File: src/sv/assert_macros.svh
// Assertion helpers for the RTL (included by mfg_dp); the clock is clk and the reset is rst.
`ifndef ASSERT_MACROS_SVH
`define ASSERT_MACROS_SVH

// Checked outside reset.
`define MFG_ASSERT(lbl, prop, msg) \
  lbl: assert property (@(posedge clk) disable iff (rst) prop) else $error(msg);

// Checked at every edge, reset included.
`define MFG_ASSERT_ALWAYS(lbl, prop, msg) \
  lbl: assert property (@(posedge clk) prop) else $error(msg);

`endif

File: src/sv/mfg_pkg.sv
// ----------------------------------------------------------------------------
// mfg_pkg
// Shared constants, controller states, datapath operations and the
// command/status bundles of the max-flow solver.
// ----------------------------------------------------------------------------
package mfg_pkg;

  localparam int MAX_NODES = 1024;
  localparam int MAX_ARCS  = 32768;
  localparam int POP_DEPTH = MAX_NODES + 1;

  localparam int NODE_W = 10;
  localparam int ARC_W  = 15;
  localparam int PTR_W  = 16;
  localparam int CAP_W  = 61;
  localparam int FLOW_W = 63;
  localparam int LBL_W  = 11;
  localparam int IN_W   = 88;
  localparam int OUT_W  = 64;
  localparam int USER_W = 2;

  localparam logic [PTR_W-1:0]  PTR_NIL  = {1'b1, {(PTR_W-1){1'b0}}};
  localparam logic [CAP_W-1:0]  CAP_INF  = {1'b1, {(CAP_W-1){1'b0}}};
  localparam logic [FLOW_W-1:0] FLOW_MAX = {FLOW_W{1'b1}};
  localparam logic [LBL_W-1:0]  NODE_MIN = LBL_W'(2);
  localparam logic [LBL_W-1:0]  NODE_MAX = LBL_W'(MAX_NODES);
  localparam logic [PTR_W-1:0]  ARC_LIMIT = PTR_W'(MAX_ARCS - 2);
  localparam logic [NODE_W-1:0] SINK_NODE = NODE_W'(1);

  typedef enum logic [4:0] {
    ST_CLEAR, ST_IDLE, ST_LOAD_FWD, ST_LOAD_REV, ST_INIT, ST_TOP, ST_FETCH_CUR,
    ST_SCAN, ST_ARC, ST_TEST, ST_AUG_FLOW, ST_AUG_PRED, ST_AUG_CUR, ST_AUG_FWD,
    ST_AUG_REV, ST_RL_FIRST, ST_RL_FETCH, ST_RL_SCAN, ST_RL_ARC, ST_RL_TEST,
    ST_RL_POP, ST_RL_DEC, ST_RL_SET, ST_RL_INC, ST_RL_PRED, ST_RL_DLAT, ST_FINISH
  } state_t;

  typedef enum logic [4:0] {
    OP_CLEAR, OP_IDLE, OP_LOAD_FWD, OP_LOAD_REV, OP_INIT, OP_TOP, OP_FETCH_CUR,
    OP_SCAN, OP_ARC, OP_TEST, OP_AUG_FLOW, OP_AUG_PRED, OP_AUG_CUR, OP_AUG_FWD,
    OP_AUG_REV, OP_RL_FIRST, OP_RL_FETCH, OP_RL_SCAN, OP_RL_ARC, OP_RL_TEST,
    OP_RL_POP, OP_RL_DEC, OP_RL_SET, OP_RL_INC, OP_RL_PRED, OP_RL_DLAT, OP_FINISH
  } op_t;

  typedef struct packed {
    op_t  op;
    logic in_ready;
  } cmd_t;

  typedef struct packed {
    logic full;
    logic last;
    logic j_nil;
    logic test_ok;
    logic v_sink;
    logic u_zero;
    logic d0_done;
    logic du_le_n;
    logic pop_one;
    logic init_done;
    logic clr_done;
    logic out_busy;
  } status_t;

endpackage

File: src/sv/mfg_ctrl.sv
// ----------------------------------------------------------------------------
// mfg_ctrl
// Sequencer for edge loading, the augmenting-path search, augmentation,
// relabel with gap exit, result hand-off and the list-head clearing sweep.
// ----------------------------------------------------------------------------
module mfg_ctrl
  import mfg_pkg::*;
(
  input  logic    clk,
  input  logic    rst,
  input  logic    in_valid,
  input  status_t status,
  output cmd_t    cmd
);

  state_t state, state_next;

  always_ff @(posedge clk) begin
    if (rst) begin
      state <= ST_CLEAR;
    end else begin
      state <= state_next;
    end
  end

  always_comb begin
    state_next = state;
    unique case (state)
      ST_CLEAR:     if (status.clr_done) state_next = ST_IDLE;
      ST_IDLE:      if (in_valid) state_next = ST_LOAD_FWD;
      ST_LOAD_FWD: begin
        if (!status.full) state_next = ST_LOAD_REV;
        else if (status.last) state_next = ST_INIT;
        else state_next = ST_IDLE;
      end
      ST_LOAD_REV:  state_next = status.last ? ST_INIT : ST_IDLE;
      ST_INIT:      if (status.init_done) state_next = ST_TOP;
      ST_TOP:       state_next = status.d0_done ? ST_FINISH : ST_FETCH_CUR;
      ST_FETCH_CUR: state_next = ST_SCAN;
      ST_SCAN:      state_next = status.j_nil ? ST_RL_FIRST : ST_ARC;
      ST_ARC:       state_next = ST_TEST;
      ST_TEST: begin
        if (!status.test_ok) state_next = ST_SCAN;
        else if (status.v_sink) state_next = ST_AUG_FLOW;
        else state_next = ST_TOP;
      end
      ST_AUG_FLOW:  state_next = ST_AUG_PRED;
      ST_AUG_PRED:  state_next = ST_AUG_CUR;
      ST_AUG_CUR:   state_next = ST_AUG_FWD;
      ST_AUG_FWD:   state_next = ST_AUG_REV;
      ST_AUG_REV:   state_next = status.u_zero ? ST_TOP : ST_AUG_PRED;
      ST_RL_FIRST:  state_next = ST_RL_FETCH;
      ST_RL_FETCH:  state_next = ST_RL_SCAN;
      ST_RL_SCAN:   state_next = status.j_nil ? ST_RL_POP : ST_RL_ARC;
      ST_RL_ARC:    state_next = ST_RL_TEST;
      ST_RL_TEST:   state_next = ST_RL_SCAN;
      ST_RL_POP:    state_next = status.du_le_n ? ST_RL_DEC : ST_RL_SET;
      // an emptied label means no augmenting path remains
      ST_RL_DEC:    state_next = status.pop_one ? ST_FINISH : ST_RL_SET;
      ST_RL_SET:    state_next = ST_RL_INC;
      ST_RL_INC:    state_next = ST_RL_PRED;
      ST_RL_PRED:   state_next = ST_RL_DLAT;
      ST_RL_DLAT:   state_next = ST_TOP;
      ST_FINISH:    if (!status.out_busy) state_next = ST_CLEAR;
      default:      state_next = ST_CLEAR;
    endcase
  end

  always_comb begin
    cmd.in_ready = 1'b0;
    cmd.op       = OP_IDLE;
    unique case (state)
      ST_CLEAR:     cmd.op = OP_CLEAR;
      ST_IDLE: begin
        cmd.op       = OP_IDLE;
        cmd.in_ready = 1'b1;
      end
      ST_LOAD_FWD:  cmd.op = OP_LOAD_FWD;
      ST_LOAD_REV:  cmd.op = OP_LOAD_REV;
      ST_INIT:      cmd.op = OP_INIT;
      ST_TOP:       cmd.op = OP_TOP;
      ST_FETCH_CUR: cmd.op = OP_FETCH_CUR;
      ST_SCAN:      cmd.op = OP_SCAN;
      ST_ARC:       cmd.op = OP_ARC;
      ST_TEST:      cmd.op = OP_TEST;
      ST_AUG_FLOW:  cmd.op = OP_AUG_FLOW;
      ST_AUG_PRED:  cmd.op = OP_AUG_PRED;
      ST_AUG_CUR:   cmd.op = OP_AUG_CUR;
      ST_AUG_FWD:   cmd.op = OP_AUG_FWD;
      ST_AUG_REV:   cmd.op = OP_AUG_REV;
      ST_RL_FIRST:  cmd.op = OP_RL_FIRST;
      ST_RL_FETCH:  cmd.op = OP_RL_FETCH;
      ST_RL_SCAN:   cmd.op = OP_RL_SCAN;
      ST_RL_ARC:    cmd.op = OP_RL_ARC;
      ST_RL_TEST:   cmd.op = OP_RL_TEST;
      ST_RL_POP:    cmd.op = OP_RL_POP;
      ST_RL_DEC:    cmd.op = OP_RL_DEC;
      ST_RL_SET:    cmd.op = OP_RL_SET;
      ST_RL_INC:    cmd.op = OP_RL_INC;
      ST_RL_PRED:   cmd.op = OP_RL_PRED;
      ST_RL_DLAT:   cmd.op = OP_RL_DLAT;
      ST_FINISH:    cmd.op = OP_FINISH;
      default:      cmd.op = OP_IDLE;
    endcase
  end

endmodule

File: config.mk
export PLATFORM = sky130hd
export DESIGN_NAME = mfg_ctrl
export DESIGN_NICKNAME = d
export VERILOG_FILES = /design/src/sv/assert_macros.svh /design/src/sv/mfg_pkg.sv /design/src/sv/mfg_ctrl.sv
export SDC_FILE = /design/constraint.sdc
export NUM_CORES = 1
export LEC_CHECK = 0
export ABC_AREA = 1
export CORE_MARGIN = 4
export CORE_UTILIZATION = 60
export DETAILED_ROUTE_END_ITERATION = 8
export DONT_BUFFER_PORTS = 1
export PLACE_DENSITY = 0.76
export SLEW_MARGIN = 20
export SYNTH_ARGS = -nofsm -noshare
export SYNTH_HDL_FRONTEND = slang
export SYNTH_SLANG_ARGS = --single-unit
File: constraint.sdc
create_clock -name clk -period 1.6 [get_ports clk]
set_input_delay 0.16 -clock clk [delete_from_list [all_inputs] [get_ports clk]]
set_output_delay 0.16 -clock clk [all_outputs]
set_load 0.01 [all_outputs]
==> summary.json, run 1 <==
{
  "synth_edf_count": {"value": 0},
  "place.gp.congestion": {"value": 1.05},
  "seq_area_frac_synth": {"value": 11.8, "unit": "%"},
  "placementRows": {"value": 13},
  "hpwlAfterDp": {"value": 2200, "unit": "µm"},
  "dominantRegCellSynth": {"value": "sky130_fd_sc_hd__dfxtp_1"},
  "cts.root.buffer_cell": {"value": "sky130_fd_sc_hd__clkbuf_4"},
  "outcome.stop_stage": {"value": "5_1_grt"},
  "die_w": {"value": 45.7, "unit": "µm"},
  "async_flop_share": {"value": 0, "unit": "%"},
  "postSynthAreaPerCell": {"value": 5.19, "unit": "µm²"},
  "die_y": {"value": 45.7, "unit": "µm"},
  "maximum_level_of_the_cts_h_tree": {"value": 1},
  "yosys-top-cells-area": {"value": "sky130_fd_sc_hd__nand2_1 (18%), sky130_fd_sc_hd__nand3_1 (15%), sky130_fd_sc_hd__dfxtp_1 (12%), sky130_fd_sc_hd__nor2_1 (11%), sky130_fd_sc_hd__inv_1 (8.8%)"},
  "start_util": {"value": 64.6, "unit": "%"},
  "place.port_buffers": {"value": 0},
  "syn_area": {"value": 851, "unit": "µm²"},
  "outcome": {"value": "stopped before the end"},
  "synthesis.nets": {"value": 179},
  "boundaryPins": {"value": 21},
  "clock_sink_count": {"value": 5},
  "ys.warnings.count": {"value": 0},
  "placed_cells": {"value": 185},
  "cts_made_buffers": {"value": 3},
  "largest_net_degree_at_the_start_of_global_routing": {"value": 12},
  "most_area_hungry_cell_type_in_the_yosys_netlist": {"value": "sky130_fd_sc_hd__nand2_1"},
  "synth_top_cell_area_share": {"value": 18.1, "unit": "%"},
  "netlist_instances": {"value": 164},
  "firstError": {"value": "[ERROR DPL-0038] Utilization greater than 100%, impossible to legalize"},
  "worst-endpoint-pin-kind": {"value": "top-level output"},
  "timing.grt.repair.worst_endpoint": {"value": "cmd[1]"},
  "clock_path_buffers": {"value": 2},
  "synth_cell_types": {"value": 25},
  "yosys_register_bits": {"value": 5}
}
==> logic make-up after synthesis <==
family,share of synthesized area (%)
flip-flops,11.8
AO/OA/AOI/OAI,10.1
buffers and inverters,13.4
AND/OR/NAND/NOR,64.7
==> Yosys cell counts, drive strengths merged, types with 2 or more instances <==
cell	n
nand2	45
nor2	32
nand3	26
inv	25
nand4	7
dfxtp	5
a21oi	4
buf	4
o21ai	4
nor3	3
a211oi	2
==> metrics by stage <==
stage,instance area (µm²),setup TNS (ns),setup slack (ns)
3_3_place_gp,925,0,0.0753
4_1_cts,1230,-0.0492,-0.0405
3_5_place_dp,925,0,0.0480
2_1_floorplan,851,0,0.208
==> what timing repair did <==
action	in CTS
endpoints found under the hold margin	3
endpoints found under the setup margin	3
hold buffers	1
buffers inserted	21
pin swaps	9
resized for setup	38
==> run 2, diff against run 1 <==
--- a/config.mk
+++ b/config.mk
@@ -6,11 +6,11 @@
 export NUM_CORES = 1
 export LEC_CHECK = 0
 export ABC_AREA = 1
-export CORE_MARGIN = 4
-export CORE_UTILIZATION = 60
+export CORE_AREA = 4 4 65 67
 export DETAILED_ROUTE_END_ITERATION = 8
+export DIE_AREA = 0 0 69 71
 export DONT_BUFFER_PORTS = 1
-export PLACE_DENSITY = 0.76
+export PLACE_DENSITY_LB_ADDON = 0.15
 export SLEW_MARGIN = 20
 export SYNTH_ARGS = -nofsm -noshare
 export SYNTH_HDL_FRONTEND = slang
==> run 2 against run 1 <==
The run now ends clean. Synthesized area unchanged. Synthesized cell count unchanged.
==> summary.json, run 2 <==
{
  "total_switching_power": {"value": 0.000607, "unit": "W"},
  "die-area": {"value": 4900, "unit": "µm²"},
  "clock_power_share": {"value": 19.6, "unit": "%"},
  "power_per_unit_of_standard_cell_area": {"value": 916, "unit": "nW/µm²"},
  "final.setup.worst_slack": {"value": 0.0124, "unit": "ns"},
  "netlist_instances": {"value": 164, "change": "unchanged"},
  "placeableCoreArea": {"value": 3630, "unit": "µm²"},
  "die_w": {"value": 69, "unit": "µm", "change": "was 45.7 µm"},
  "fin_worst_skew": {"value": 0.00470, "unit": "ns"},
  "critPathMaxFanout": {"value": 11},
  "vias": {"value": 1220},
  "outcome": {"value": "complete, no violations", "change": "was stopped before the end"},
  "static_leakage": {"value": 0.736, "unit": "nW"},
  "worst_r2r_path_depth": {"value": 12},
  "vdd_ir_drop_max": {"value": 365, "unit": "µV"},
  "clock_path_buffers": {"value": 2, "change": "unchanged"},
  "tritoncts": {"value": "built"},
  "clk_pin_slew": {"value": 0.03, "unit": "ns"},
  "maximum_level_of_the_cts_h_tree": {"value": 1, "change": "unchanged"},
  "largest_register_ffs": {"value": 5},
  "worst_path_max_delay_cell": {"value": "sky130_fd_sc_hd__dfxtp_4"},
  "drv_cap": {"value": 0},
  "drt_drc_violations_left": {"value": 0},
  "final-max-slew-violation-count": {"value": 0},
  "reg.largest.list": {"value": "state: 5 flops"},
  "achievable-frequency": {"value": 630, "unit": "MHz"},
  "max_slew.worst_pin.slew": {"value": 0.354, "unit": "ns"},
  "async_flop_share": {"value": 0, "unit": "%", "change": "unchanged"},
  "worst_hold_path_type": {"value": "input pin to register"},
  "holdPathStages": {"value": 3},
  "drtPass1Iterations": {"value": 5},
  "fin_crit_sh": {"value": 99.2, "unit": "%"},
  "worst_path_dominant_cell_family": {"value": "simple AND/OR/NAND/NOR gates"},
  "grt.overflow.total": {"value": 0},
  "yosys_register_bits": {"value": 5, "change": "unchanged"},
  "boundaryPins": {"value": 21, "change": "unchanged"},
  "place.gp.congestion": {"value": 0.890, "change": "was 1.05"},
  "clk_latency": {"value": 0.23, "unit": "ns"},
  "yosysMostFrequentCell": {"value": "sky130_fd_sc_hd__nand2_1", "change": "unchanged"},
  "final_common_cell": {"value": "sky130_fd_sc_hd__nand2_1"},
  "viasPerCell": {"value": 5.04},
  "grt_setup_unrepaired": {"value": "yes"},
  "finalCriticalPeriod": {"value": 1.59, "unit": "ns"},
  "drt-wirelength-per-cell": {"value": 14.3, "unit": "µm"},
  "setup-violations-final": {"value": 0},
  "synthToLayoutAreaGrowth": {"value": 57.2, "unit": "%"},
  "p_comb_share": {"value": 61.5, "unit": "%"},
  "synth_edf_count": {"value": 0, "change": "unchanged"},
  "dominantRegCellSynth": {"value": "sky130_fd_sc_hd__dfxtp_1", "change": "unchanged"},
  "worst-path-stages": {"value": 6},
  "synth_top_cell_area_share": {"value": 18.1, "unit": "%", "change": "unchanged"},
  "die_y": {"value": 71, "unit": "µm", "change": "was 45.7 µm"},
  "worst_setup_path_start_kind": {"value": "register"},
  "grt_first_pass_wirelength": {"value": 5750, "unit": "µm"},
  "wirelength": {"value": 3450, "unit": "µm"},
  "antenna_cells": {"value": 0},
  "postSynthAreaPerCell": {"value": 5.19, "unit": "µm²", "change": "unchanged"},
  "synthesis.nets": {"value": 179, "change": "unchanged"},
  "yosys-top-cells-area": {"value": "sky130_fd_sc_hd__nand2_1 (18%), sky130_fd_sc_hd__nand3_1 (15%), sky130_fd_sc_hd__dfxtp_1 (12%), sky130_fd_sc_hd__nor2_1 (11%), sky130_fd_sc_hd__inv_1 (8.8%)", "change": "unchanged"},
  "largest_register": {"value": "state"},
  "cp_data_arrival_time": {"value": 1.43, "unit": "ns"},
  "dr.first_iter.drc_count": {"value": 97},
  "p_sw_share": {"value": 49.5, "unit": "%"},
  "most_frequent_cells_in_the_layout": {"value": "sky130_fd_sc_hd__nand2_1 (36), sky130_fd_sc_hd__buf_4 (25), sky130_fd_sc_hd__nand3_1 (22)"},
  "grt.total_usage": {"value": 14.4, "unit": "%"},
  "antenna_found_initial": {"value": 0},
  "worst_setup_path_end_kind": {"value": "output port"},
  "clock_sink_count": {"value": 5, "change": "unchanged"},
  "timing_hold_violations_final": {"value": 0},
  "category_of_the_critical_setup_timing_path": {"value": "register to output port"},
  "worstPathRequired": {"value": 1.44, "unit": "ns"},
  "placementRows": {"value": 22, "change": "was 13"},
  "start_util": {"value": 23.4, "unit": "%", "change": "was 64.6%"},
  "seq_area_frac_synth": {"value": 11.8, "unit": "%", "change": "unchanged"},
  "power.internal": {"value": 0.000618, "unit": "W"},
  "first_global_vias": {"value": 1208},
  "cts.root.buffer_cell": {"value": "sky130_fd_sc_hd__clkbuf_8", "change": "was sky130_fd_sc_hd__clkbuf_4"},
  "synth_cell_types": {"value": 25, "change": "unchanged"},
  "most_area_hungry_cell_type_in_the_yosys_netlist": {"value": "sky130_fd_sc_hd__nand2_1", "change": "unchanged"},
  "placed_cells": {"value": 225, "change": "was 185"},
  "seqPwrFrac": {"value": 18.9, "unit": "%"},
  "timing.setup.tns": {"value": 0, "unit": "ns"},
  "finalNetCount": {"value": 210},
  "largest_net_degree_at_the_start_of_global_routing": {"value": 12},
  "critical_path.max_stage_delay": {"value": 0.35, "unit": "ns"},
  "antenna_left": {"value": 0},
  "syn_area": {"value": 851, "unit": "µm²", "change": "unchanged"},
  "cp_num_buf_inv": {"value": 1},
  "place_ws": {"value": 0.0134, "unit": "ns", "change": "was 0.0480 ns"},
  "place.port_buffers": {"value": 0, "change": "unchanged"},
  "ratio_of_cells_with_drive_above_1_in_the_final_layout": {"value": 38.7, "unit": "%"},
  "max-slew-margin-rel": {"value": 76.1, "unit": "%"},
  "yosys-top-cells-count": {"value": "sky130_fd_sc_hd__nand2_1 (41), sky130_fd_sc_hd__nand3_1 (25), sky130_fd_sc_hd__nor2_1 (25), sky130_fd_sc_hd__inv_1 (20), sky130_fd_sc_hd__nand4_1 (7)", "change": "unchanged"},
  "cts_made_buffers": {"value": 3, "change": "unchanged"},
  "hpwlAfterDp": {"value": 2600, "unit": "µm", "change": "was 2200 µm"},
  "crit_chain": {"value": "inv_6, nor2_1, nand2_1, nand4_1, nor4_4, nand3_2"},
  "ys.warnings.count": {"value": 0, "change": "unchanged"},
  "finish.cell_count_without_fillers": {"value": 242},
  "p_total": {"value": 0.00123, "unit": "W"}
}
run 2: cell counts after synthesis:
Identical to the previous run, type by type.
run 2: cell families (layout without fill, tap and decap cells):
| group | count (synthesis) | after routing | synth area share (%) |
|---|---|---|---|
| buffers and inverters | 29 | 59 | 13.4 |
| DFF | 5 | 5 | 11.8 |
| and+or+nand+nor | 116 | 116 | 64.7 |
| AOI/OAI and AO/OA | 14 | 14 | 10.1 |
run 2: area by class of cell:
type | instances | area [µm²]
well taps | 48 | 60.1
inverters | 25 | 109
fillers | 397 | 2300
repair buffers | 30 | 246
clock buffers | 4 | 45.0
flip-flops and latches | 5 | 119
multi-input cells | 130 | 758
run 2: power by group through the flow:
stage          combinational [W]  sequential (W)  clock, W
4_1_cts                 0.000695        0.000214  0.000246
6_report                0.000753        0.000231  0.000241
3_5_place_dp            0.000646        0.000203         0
3_3_place_gp            0.000652        0.000206         0
2_1_floorplan           0.000420        0.000193         0
5_1_grt                 0.000828        0.000236  0.000262
run 2: worst register-to-register path, delay by kind of cell, from the launching register on:
kind | cells | cell delay, ns
compound gates | 1 | 0.13
buf+inv | 4 | 0.48
flops | 1 | 0.37
simple gates | 7 | 0.48
run 2: worst paths after layout:
kind | to | slack [ns] | startpoint
setup / recovery | cmd[1] | 0.01 | state[4]$_SDFFE_PP0P_
hold / removal | state[3]$_SDFFE_PP0P_ | 0.08 | rst
setup reg to reg | state[0]$_SDFFE_PP0P_ | 0.07 | state[3]$_SDFFE_PP0P_
hold reg to reg | state[0]$_SDFFE_PP0P_ | 0.82 | state[0]$_SDFFE_PP0P_
run 2: timing repair:
| action | CTS | global route |
|---|---|---|
| gates cloned | 0 | 0 |
| gates resized for setup | 31 | 22 |
| pin swaps | 4 | 9 |
| hold buffers | 1 | 0 |
| endpoints found under the hold margin | 3 | 0 |
| buffers inserted | 8 | 5 |
| endpoints found under the setup margin | 3 | 3 |
run 2: layer usage:
metal	vias up	wire length (µm)	track usage, %
met1	562	1520	18.4
met2	54	1680	23.6
met3	7	187	2.13
met5	-	0	0
li1	597	-	-
met4	0	61	7.16
run 2: metrics by stage:
step | area, µm² | hold slack (ns) | util (%)
2_1_floorplan | 851 | 0.229 | -
3_3_place_gp | 1020 | 0.231 | 28.0
3_5_place_dp | 1020 | 0.233 | 28.0
4_1_cts | 1220 | 0.0818 | 33.6
5_1_grt | 1340 | 0.0870 | 36.8
6_report | 1340 | 0.0821 | 36.8
Power figures use the tool's default switching activity.
